### config.mk
export PLATFORM = sky130hd
export DESIGN_NAME = wav_header_parser_stream
export DESIGN_NICKNAME = d
export VERILOG_FILES = /design/src/rtl/core/wavp_pkg.sv /design/src/rtl/core/wav_header_parser_stream.sv /design/src/rtl/core/wavp_parser.sv /design/src/rtl/core/wavp_out_fifo.sv
export SDC_FILE = /design/constraint.sdc
export NUM_CORES = 1
export LEC_CHECK = 0
export ABC_AREA = 1
export BUFFER_PORTS_ARGS = -buffer_cell sky130_fd_sc_hd__buf_2
export CORE_ASPECT_RATIO = 0.5
export CORE_MARGIN = 1.5
export CORE_UTILIZATION = 30
export DETAILED_ROUTE_END_ITERATION = 7
export HOLD_SLACK_MARGIN = 0.02
export PLACE_DENSITY = 0.56
export SETUP_SLACK_MARGIN = 0.4
export SLEW_MARGIN = 20
export SYNTH_ARGS = -nofsm -noshare
export SYNTH_HDL_FRONTEND = slang
export SYNTH_HIERARCHICAL = 1
export SYNTH_SLANG_ARGS = --single-unit
export TNS_END_PERCENT = 1
### constraint.sdc
create_clock -name clk -period 12.6 [get_ports clk]
set_clock_uncertainty 0.2 [all_clocks]
set_input_delay 2.52 -clock clk [delete_from_list [all_inputs] [get_ports clk]]
set_output_delay 2.52 -clock clk [all_outputs]
set_load 0.03 [all_outputs]
### src/rtl/core/wavp_pkg.sv
// shared types and codes for the wav header parser stream
// no dependencies; used by wavp_parser, wavp_out_fifo and the top level
package wavp_pkg;

	// result kinds
	localparam logic [1:0] KIND_DESC  = 2'd0;
	localparam logic [1:0] KIND_DATA  = 2'd1;
	localparam logic [1:0] KIND_ERROR = 2'd2;

	// error codes
	localparam logic [2:0] ERR_NOT_RIFF = 3'd0;
	localparam logic [2:0] ERR_NOT_WAVE = 3'd1;
	localparam logic [2:0] ERR_NO_FMT   = 3'd2;
	localparam logic [2:0] ERR_FORMAT   = 3'd3;
	localparam logic [2:0] ERR_CHANNELS = 3'd4;
	localparam logic [2:0] ERR_BITS     = 3'd5;
	localparam logic [2:0] ERR_ALIGN    = 3'd6;
	localparam logic [2:0] ERR_NO_DATA  = 3'd7;

	// chunk tags as little-endian words
	localparam logic [31:0] TAG_RIFF = 32'h4646_4952;
	localparam logic [31:0] TAG_WAVE = 32'h4556_4157;
	localparam logic [31:0] TAG_FMT  = 32'h2074_6D66;
	localparam logic [31:0] TAG_DATA = 32'h6174_6164;

	localparam logic [31:0] FMT_STD_LEN = 32'd16;

	localparam int TDATA_W = 80;

	typedef struct packed {
		logic        valid;
		logic [1:0]  kind;
		logic [2:0]  err_code;
		logic [1:0]  sample_type;
		logic [31:0] rate_hz;
		logic [31:0] frames_total;
		logic [7:0]  sample_byte;
		logic        last_data;
	} wavp_result_t;

	typedef struct packed {
		logic full;
		logic empty;
	} wavp_buf_stat_t;

endpackage

### src/rtl/core/wav_header_parser_stream.sv
// top level of the wav header parser stream: input register, parser, result buffer
// depends on wavp_pkg, wavp_parser and wavp_out_fifo
//
// usage
// - slave channel s_*: one file byte per transaction; s_tuser marks the first
//   byte of a file (restarts the parser), s_tlast marks the final byte
// - master channel m_*: at most one result per input byte; m_tuser is the
//   result kind (descriptor, data byte, error), m_tlast marks the last data byte
// - bytes seen before any start of file are dropped without a result
// - result path: a byte is held in the input register, parsed, and its result is
//   written into the result buffer; m_* is driven from the buffer head
// - throughput: one byte per cycle while the result buffer has room; the parser state
//   update is a single pass of combinational logic between the input register and the result buffer
// - reset: parser waits for a start of file, both buffers empty
// - when the receiver stalls, the two-entry result buffer fills, then the input
//   register holds its byte and s_tready drops; no transaction is lost
module wav_header_parser_stream (
	input  logic                         clk,
	input  logic                         arst_n,
	input  logic                         s_tvalid,
	output logic                         s_tready,
	input  logic [7:0]                   s_tdata,  // [7:0] data_byte
	input  logic                         s_tuser,  // [0] start_of_file
	input  logic                         s_tlast,  // end_of_file
	output logic                         m_tvalid,
	input  logic                         m_tready,
	// [2:0] error_code, [4:3] sample_type, [36:5] rate_hz,
	// [68:37] frames_total, [76:69] sample_byte, [79:77] zero
	output logic [wavp_pkg::TDATA_W-1:0] m_tdata,
	output logic [1:0]                   m_tuser,  // [1:0] result_kind
	output logic                         m_tlast   // last_data
);

	// input register
	logic       valid_s1;
	logic [7:0] byte_s1;
	logic       sof_s1;
	logic       eof_s1;

	logic                     take;
	logic                     s_hs;
	wavp_pkg::wavp_result_t   res;
	wavp_pkg::wavp_result_t   head;
	wavp_pkg::wavp_buf_stat_t buf_stat;

	// the held byte is parsed once the result buffer has room
	assign take     = valid_s1 && !buf_stat.full;
	assign s_tready = !valid_s1 || !buf_stat.full;
	assign s_hs     = s_tvalid && s_tready;

	always_ff @(posedge clk or negedge arst_n) begin
		if (!arst_n) begin
			valid_s1 <= 1'b0;
		end else if (s_hs) begin
			valid_s1 <= 1'b1;
		end else if (take) begin
			valid_s1 <= 1'b0;
		end
	end

	always_ff @(posedge clk) begin
		if (s_hs) begin
			byte_s1 <= s_tdata;
			sof_s1  <= s_tuser;
			eof_s1  <= s_tlast;
		end
	end

	wavp_parser u_parser (
		.clk           (clk),
		.arst_n        (arst_n),
		.take          (take),
		.data_byte     (byte_s1),
		.start_of_file (sof_s1),
		.end_of_file   (eof_s1),
		.result        (res)
	);

	wavp_out_fifo u_out_fifo (
		.clk    (clk),
		.arst_n (arst_n),
		.push   (res),
		.pop    (m_tready),
		.head   (head),
		.stat   (buf_stat)
	);

	// output channel straight from the buffer head
	assign m_tvalid = !buf_stat.empty;
	assign m_tuser  = head.kind;
	assign m_tlast  = head.last_data;
	assign m_tdata  = {3'b000, head.sample_byte, head.frames_total, head.rate_hz,
	                   head.sample_type, head.err_code};

	// a byte held back by a full buffer stays in the input register
	a_hold_input: assert property (@(posedge clk) disable iff (!arst_n)
		(valid_s1 && buf_stat.full) |=> (valid_s1 && $stable(byte_s1)))
		else $error("input byte lost while result buffer full");

	// a full buffer stays full until a result leaves
	a_full_holds: assert property (@(posedge clk) disable iff (!arst_n)
		(buf_stat.full && !m_tready) |=> buf_stat.full)
		else $error("result buffer drained without a transaction");

	// results are only produced for bytes actually taken
	a_push_on_take: assert property (@(posedge clk) disable iff (!arst_n)
		res.valid |-> (take && !buf_stat.full))
		else $error("result pushed without a taken byte");

	// m_tvalid only drops after a completed transaction
	a_valid_drop: assert property (@(posedge clk) disable iff (!arst_n)
		$fell(m_tvalid) |-> $past(m_tready))
		else $error("result vanished without a transaction");

endmodule

### src/rtl/core/wavp_parser.sv
// byte-wise riff/wave header parser: state registers and next-state logic
// depends on wavp_pkg
module wavp_parser (
	input  logic                  clk,
	input  logic                  arst_n,
	input  logic                  take,
	input  logic [7:0]            data_byte,
	input  logic                  start_of_file,
	input  logic                  end_of_file,
	output wavp_pkg::wavp_result_t result
);

	localparam logic [3:0] PH_IDLE       = 4'd0;
	localparam logic [3:0] PH_RIFF_TAG   = 4'd1;
	localparam logic [3:0] PH_RIFF_SIZE  = 4'd2;
	localparam logic [3:0] PH_WAVE_TAG   = 4'd3;
	localparam logic [3:0] PH_FMT_TAG    = 4'd4;
	localparam logic [3:0] PH_FMT_SIZE   = 4'd5;
	localparam logic [3:0] PH_FMT_BODY   = 4'd6;
	localparam logic [3:0] PH_FMT_SKIP   = 4'd7;
	localparam logic [3:0] PH_CHUNK_ID   = 4'd8;
	localparam logic [3:0] PH_DATA_SIZE  = 4'd9;
	localparam logic [3:0] PH_OTHER_SIZE = 4'd10;
	localparam logic [3:0] PH_CHUNK_SKIP = 4'd11;
	localparam logic [3:0] PH_DATA       = 4'd12;
	localparam logic [3:0] PH_DONE       = 4'd13;

	logic [3:0]  phase_q, phase_n;
	logic [3:0]  idx_q, idx_n;
	logic [31:0] shift_q, shift_n;
	logic [31:0] skip_q, skip_n;
	logic        stereo_q, stereo_n;
	logic        wide_q, wide_n;
	logic [31:0] rate_q, rate_n;
	logic [31:0] left_q, left_n;

	always_comb begin
		logic [3:0]  ph;
		logic [3:0]  idx;
		logic [31:0] fs;
		logic [31:0] skip;
		logic        stereo;
		logic        wide;
		logic [31:0] rate;
		logic [31:0] left;
		logic [31:0] fs_sh;
		logic        word_done;
		logic [3:0]  idx_inc;
		logic [15:0] hi_word;
		logic [15:0] exp_align;
		logic [31:0] frames;
		logic [31:0] whole;
		logic [31:0] skip_dec;
		logic [31:0] left_dec;
		logic        err_hit;
		logic [2:0]  err_code;
		logic        desc_hit;
		logic        data_hit;
		logic        data_last;

		// start of file restarts the parser before the byte is handled
		ph     = start_of_file ? PH_RIFF_TAG : phase_q;
		idx    = start_of_file ? 4'd0 : idx_q;
		fs     = start_of_file ? 32'd0 : shift_q;
		skip   = start_of_file ? 32'd0 : skip_q;
		stereo = start_of_file ? 1'b0 : stereo_q;
		wide   = start_of_file ? 1'b0 : wide_q;
		rate   = start_of_file ? 32'd0 : rate_q;
		left   = start_of_file ? 32'd0 : left_q;

		fs_sh     = {data_byte, fs[31:8]};
		word_done = (idx == 4'd3);
		idx_inc   = idx + 4'd1;
		hi_word   = fs_sh[31:16];
		exp_align = (hi_word == 16'd16) ? (stereo ? 16'd4 : 16'd2)
		                                : (stereo ? 16'd2 : 16'd1);
		skip_dec  = skip - 32'd1;
		left_dec  = left - 32'd1;
		// block align is 1, 2 or 4, so the division is a shift
		unique case ({stereo, wide}) inside
			2'b00: frames = fs_sh;
			2'b01, 2'b10: frames = {1'b0, fs_sh[31:1]};
			default: frames = {2'b00, fs_sh[31:2]};
		endcase
		unique case ({stereo, wide}) inside
			2'b00: whole = fs_sh;
			2'b01, 2'b10: whole = {fs_sh[31:1], 1'b0};
			default: whole = {fs_sh[31:2], 2'b00};
		endcase

		phase_n  = ph;
		idx_n    = idx;
		shift_n  = fs;
		skip_n   = skip;
		stereo_n = stereo;
		wide_n   = wide;
		rate_n   = rate;
		left_n   = left;
		err_hit  = 1'b0;
		err_code = wavp_pkg::ERR_NOT_RIFF;
		desc_hit = 1'b0;
		data_hit = 1'b0;
		data_last = 1'b0;

		unique case (ph) inside
			PH_RIFF_TAG, PH_WAVE_TAG, PH_FMT_TAG, PH_RIFF_SIZE, PH_FMT_SIZE,
			PH_CHUNK_ID, PH_OTHER_SIZE, PH_DATA_SIZE: begin
				shift_n = fs_sh;
				idx_n   = word_done ? 4'd0 : idx_inc;
				if (word_done) begin
					case (ph)
						PH_RIFF_TAG: begin
							if (fs_sh != wavp_pkg::TAG_RIFF) begin
								err_hit  = 1'b1;
								err_code = wavp_pkg::ERR_NOT_RIFF;
							end else begin
								phase_n = PH_RIFF_SIZE;
							end
						end
						PH_WAVE_TAG: begin
							if (fs_sh != wavp_pkg::TAG_WAVE) begin
								err_hit  = 1'b1;
								err_code = wavp_pkg::ERR_NOT_WAVE;
							end else begin
								phase_n = PH_FMT_TAG;
							end
						end
						PH_FMT_TAG: begin
							if (fs_sh != wavp_pkg::TAG_FMT) begin
								err_hit  = 1'b1;
								err_code = wavp_pkg::ERR_NO_FMT;
							end else begin
								phase_n = PH_FMT_SIZE;
							end
						end
						PH_RIFF_SIZE: phase_n = PH_WAVE_TAG;
						PH_FMT_SIZE: begin
							skip_n  = fs_sh;
							phase_n = PH_FMT_BODY;
						end
						PH_CHUNK_ID: begin
							phase_n = (fs_sh == wavp_pkg::TAG_DATA) ? PH_DATA_SIZE
							                                        : PH_OTHER_SIZE;
						end
						PH_OTHER_SIZE: begin
							skip_n  = fs_sh;
							phase_n = (fs_sh != 32'd0) ? PH_CHUNK_SKIP : PH_CHUNK_ID;
						end
						default: begin
							// data chunk size
							desc_hit = 1'b1;
							left_n   = whole;
							phase_n  = (whole != 32'd0) ? PH_DATA : PH_DONE;
						end
					endcase
				end
			end
			PH_FMT_BODY: begin
				shift_n = fs_sh;
				idx_n   = idx_inc;
				case (idx)
					4'd1: begin
						if (hi_word != 16'd1) begin
							err_hit  = 1'b1;
							err_code = wavp_pkg::ERR_FORMAT;
						end
					end
					4'd3: begin
						if (hi_word != 16'd1 && hi_word != 16'd2) begin
							err_hit  = 1'b1;
							err_code = wavp_pkg::ERR_CHANNELS;
						end else begin
							stereo_n = (hi_word == 16'd2);
						end
					end
					4'd7: rate_n = fs_sh;
					4'd15: begin
						if (hi_word != 16'd8 && hi_word != 16'd16) begin
							err_hit  = 1'b1;
							err_code = wavp_pkg::ERR_BITS;
						end else if (fs_sh[15:0] != exp_align) begin
							err_hit  = 1'b1;
							err_code = wavp_pkg::ERR_ALIGN;
						end else begin
							wide_n  = (hi_word == 16'd16);
							idx_n   = 4'd0;
							skip_n  = (skip > wavp_pkg::FMT_STD_LEN) ?
							          skip - wavp_pkg::FMT_STD_LEN : 32'd0;
							phase_n = (skip > wavp_pkg::FMT_STD_LEN) ? PH_FMT_SKIP
							                                         : PH_CHUNK_ID;
						end
					end
					default: ;
				endcase
			end
			PH_FMT_SKIP, PH_CHUNK_SKIP: begin
				skip_n = skip_dec;
				if (skip_dec == 32'd0) begin
					phase_n = PH_CHUNK_ID;
				end
			end
			PH_DATA: begin
				left_n    = left_dec;
				data_hit  = 1'b1;
				data_last = (left_dec == 32'd0) || end_of_file;
				if (left_dec == 32'd0) begin
					phase_n = PH_DONE;
				end
			end
			default: ;
		endcase

		if (err_hit) begin
			phase_n = PH_IDLE;
		end

		// end of file: a header cut short is an error, then wait for a new file
		if (end_of_file) begin
			if (!err_hit && !desc_hit && !data_hit && phase_n != PH_IDLE &&
			    phase_n != PH_DONE && phase_n != PH_DATA) begin
				err_hit  = 1'b1;
				err_code = wavp_pkg::ERR_NO_DATA;
			end
			phase_n = PH_IDLE;
		end

		result              = '0;
		result.valid        = take && (err_hit || desc_hit || data_hit);
		if (err_hit) begin
			result.kind     = wavp_pkg::KIND_ERROR;
			result.err_code = err_code;
		end else if (desc_hit) begin
			result.kind         = wavp_pkg::KIND_DESC;
			result.sample_type  = {stereo, wide};
			result.rate_hz      = rate;
			result.frames_total = frames;
		end else begin
			result.kind        = wavp_pkg::KIND_DATA;
			result.sample_byte = data_hit ? data_byte : 8'd0;
			result.last_data   = data_last;
		end
	end

	always_ff @(posedge clk or negedge arst_n) begin
		if (!arst_n) begin
			phase_q  <= PH_IDLE;
			idx_q    <= 4'd0;
			shift_q  <= 32'd0;
			skip_q   <= 32'd0;
			stereo_q <= 1'b0;
			wide_q   <= 1'b0;
			rate_q   <= 32'd0;
			left_q   <= 32'd0;
		end else if (take) begin
			phase_q  <= phase_n;
			idx_q    <= idx_n;
			shift_q  <= shift_n;
			skip_q   <= skip_n;
			stereo_q <= stereo_n;
			wide_q   <= wide_n;
			rate_q   <= rate_n;
			left_q   <= left_n;
		end
	end

endmodule

### src/rtl/core/wavp_out_fifo.sv
// two-entry result buffer between the parser and the output channel
// depends on wavp_pkg
module wavp_out_fifo (
	input  logic                   clk,
	input  logic                   arst_n,
	input  wavp_pkg::wavp_result_t push,
	input  logic                   pop,
	output wavp_pkg::wavp_result_t head,
	output wavp_pkg::wavp_buf_stat_t stat
);

	wavp_pkg::wavp_result_t mem_q [2];
	logic       wr_ptr_q;
	logic       rd_ptr_q;
	logic [1:0] count_q;
	logic       do_push;
	logic       do_pop;

	assign do_push    = push.valid;
	assign do_pop     = pop && (count_q != 2'd0);
	assign head       = mem_q[rd_ptr_q];
	assign stat.full  = (count_q == 2'd2);
	assign stat.empty = (count_q == 2'd0);

	always_ff @(posedge clk) begin
		if (do_push) begin
			mem_q[wr_ptr_q] <= push;
		end
	end

	always_ff @(posedge clk or negedge arst_n) begin
		if (!arst_n) begin
			wr_ptr_q <= 1'b0;
			rd_ptr_q <= 1'b0;
			count_q  <= 2'd0;
		end else begin
			if (do_push) begin
				wr_ptr_q <= ~wr_ptr_q;
			end
			if (do_pop) begin
				rd_ptr_q <= ~rd_ptr_q;
			end
			case ({do_push, do_pop})
				2'b10: count_q <= count_q + 2'd1;
				2'b01: count_q <= count_q - 2'd1;
				default: ;
			endcase
		end
	end

endmodule

==> impl_metrics.env <==
export IMPL_outcome="finished, final reports clean"
export IMPL_instances_no_fill=3435
export IMPL_worst_slack_ns=5.02
export IMPL_grt_pass1_wl_um=105000
export IMPL_dieArea_um2=64400
export IMPL_core_area_um2=61600
export IMPL_r2r_setup_slack_ns=5.02
export IMPL_crit_type="flop to flop"
export IMPL_start_kind="flop"
export IMPL_clk_pin_slew_worst_paths_ns=0.07
export IMPL_area_delta_synth_final_pct=11.5
export IMPL_clock_sinks=305
export IMPL_cp_arrival_ns=7.61
export IMPL_vias=18085
export IMPL_max_slew_worst_pin_slew_ns=1.10
export IMPL_peakVddDrop_mv=0.126
export IMPL_cts_htree_levels=1
export IMPL_clock_tree_root_cell="clkbuf_16"
export IMPL_grt_usage=0.211
export IMPL_post_place_ws_ns=4.96
export IMPL_placed_cells=3376
export IMPL_place_port_buffers=95
export IMPL_fillers=6521
export IMPL_clock_latency_ns=0.64
export IMPL_crit_top_cell="nand2_1"
export IMPL_dp_hpwl_um=47800
export IMPL_min_period_ns=7.58
export IMPL_first_pass_iters=6
export IMPL_fin_area_um2=21000
export IMPL_grt_max_degree=146
export IMPL_placed_cell_area_um2=20000
export IMPL_leakage_nw=9.46
export IMPL_cts_tree="built"
export IMPL_io_pins=99
export IMPL_cp_slowest_stage_delay_ns=0.81
export IMPL_cts_buffers=31
export IMPL_drive_gt1_frac=0.0962
export IMPL_path_max_fanout=73
export IMPL_die_height_um=180
export IMPL_die_x_um=357
export IMPL_rows=64
export IMPL_avgViaCountPerCell=5.26
export IMPL_crit_required_ns=12.63
export IMPL_postSynthCellCount=2552
export IMPL_setup_viol=0
export IMPL_hp_class="flop to flop"
export IMPL_drt_wl_total_um=69300
export IMPL_ys_warn_count=6
export IMPL_drv_slew=0
export IMPL_cts_hold_buf=0
export IMPL_grt_pass1_vias=16892
export IMPL_fin_crit_sh=0.602
export IMPL_syn_avg_cell_area_um2=7.39
export IMPL_end_kind="flop"
export IMPL_nets=2609
export IMPL_drt_wirelength_per_cell_um=20.2
export IMPL_slew_headroom=0.263
export IMPL_crit_slowest_cell="nor2_4"
export IMPL_overflow=0
export IMPL_initial_core_util=0.306
export IMPL_clockBufferDepth=3
export IMPL_drc_errors=0
export IMPL_synth_area_um2=18800
export IMPL_cts_setup_buffers=0
export IMPL_grt_antenna_before_repair=2
export IMPL_routabilityCongestion=0.952
export IMPL_drt_antenna_violating_nets=0
export IMPL_finalHoldViolCount=0
export IMPL_maxCapViolations=0
export IMPL_ctsResizeCount=0
export IMPL_drt_iter0_drc=1897
export IMPL_rsz0062_at_grt="no"
export IMPL_clock_fmax_ghz=0.132
export IMPL_powerDensity_nw_per_um2=234
export IMPL_tns_ns=0
==> report_power, final <==
part,switching (mW),internal [mW]
sequential,0.149,1.32
combinational,1.90,0.630
clock,0.427,0.488
total,2.47,2.44
==> layout by cell type, fill, tap and decap left out, types with 5 or more instances in the layout <==
cell / n
a22oi_1: 17
o2111ai_1: 7
edfxtp_1: 170
a31oi_1: 7
o221ai_1: 7
nor2_2: 18
o211ai_1: 35
a221oi_1: 34
xor2_1: 11
o32ai_1: 11
ha_1: 10
nand4_1: 26
o21ai_0: 186
o22ai_1: 25
clkbuf_1: 9
a41oi_1: 5
inv_2: 17
inv_1: 228
a211oi_1: 33
nand2_1: 843
nor3_1: 14
nor2_1: 273
nand2_2: 20
buf_2: 94
nor2_4: 5
clkbuf_8: 5
buf_4: 29
clkbuf_16: 31
a21oi_1: 114
dfrtp_1: 134
nand3_1: 107
o21ai_1: 21
==> cell type report <==
type,instances,area [um^2],share of cell area
Multi-Input combinational cell,1872,8850,0.421
Antenna cell,1,2.50,0.000119
Clock inverter,13,103,0.00488
Tap cell,825,1030,0.0491
Timing Repair Buffer,125,719,0.0343
Clock buffer,45,878,0.0418
Sequential cell,305,8480,0.404
Inverter,249,940,0.0447
==> per-layer routing <==
metal  track usage  wire (um)  vias to the layer above
met2         0.331      31100                      654
met4        0.0541       1660                        2
met3        0.0394       5240                      109
met1         0.298      31300                     8710
met5             0         18                        -
li1              -          -                     8610
==> metrics by stage <==
stage / power (mW) / utilization / hold slack, ns
2_1_floorplan: 3.19 / - / 0.242
3_3_place_gp: 3.98 / 0.325 / 0.257
3_5_place_dp: 3.98 / 0.325 / 0.262
4_1_cts: 4.91 / 0.341 / 0.277
5_1_grt: 5.24 / 0.341 / 0.299
6_report: 4.91 / 0.341 / 0.274
==> flip-flops by register name (all words and copies together), names as in the netlist <==
signal / cells
byte_s1: 8
eof_s1: 1
sof_s1: 1
u_out_fifo/count_q: 2
u_out_fifo/mem_q: 160
u_out_fifo/rd_ptr_q: 1
u_out_fifo/wr_ptr_q: 1
u_parser/idx_q: 4
u_parser/left_q: 32
u_parser/phase_q: 4
u_parser/rate_q: 32
u_parser/shift_q: 24
u_parser/skip_q: 32
u_parser/stereo_q: 1
u_parser/wide_q: 1
valid_s1: 1
==> path summary, 6_finish.rpt <==
path	startpoint	to	cells after the start
max	sof_s1$_DFFE_PP_	u_out_fifo/mem_q[0][46]$_DFFE_PP_	29
min	u_out_fifo/count_q[1]$_DFFE_PN0P_	u_out_fifo/count_q[1]$_DFFE_PN0P_	2
max reg2reg	sof_s1$_DFFE_PP_	u_out_fifo/mem_q[0][46]$_DFFE_PP_	29
min reg2reg	u_out_fifo/count_q[1]$_DFFE_PN0P_	u_out_fifo/count_q[1]$_DFFE_PN0P_	2
max in group asynchronous	arst_n	u_parser/rate_q[12]$_DFFE_PN0P_	2
min in group asynchronous	arst_n	u_parser/skip_q[19]$_DFFE_PN0P_	1
==> worst max-delay path: cells and delay by family, from the launching register on <==
family | cells | cell delay [ns]
XOR/XNOR | 1 | 0.13
adder cells (fa/ha/maj) | 1 | 0.26
buffers and inverters | 8 | 2.87
flip-flops | 1 | 0.35
AND/OR/NAND/NOR | 19 | 3.17
No activity file was read; power rests on OpenSTA's default activity.
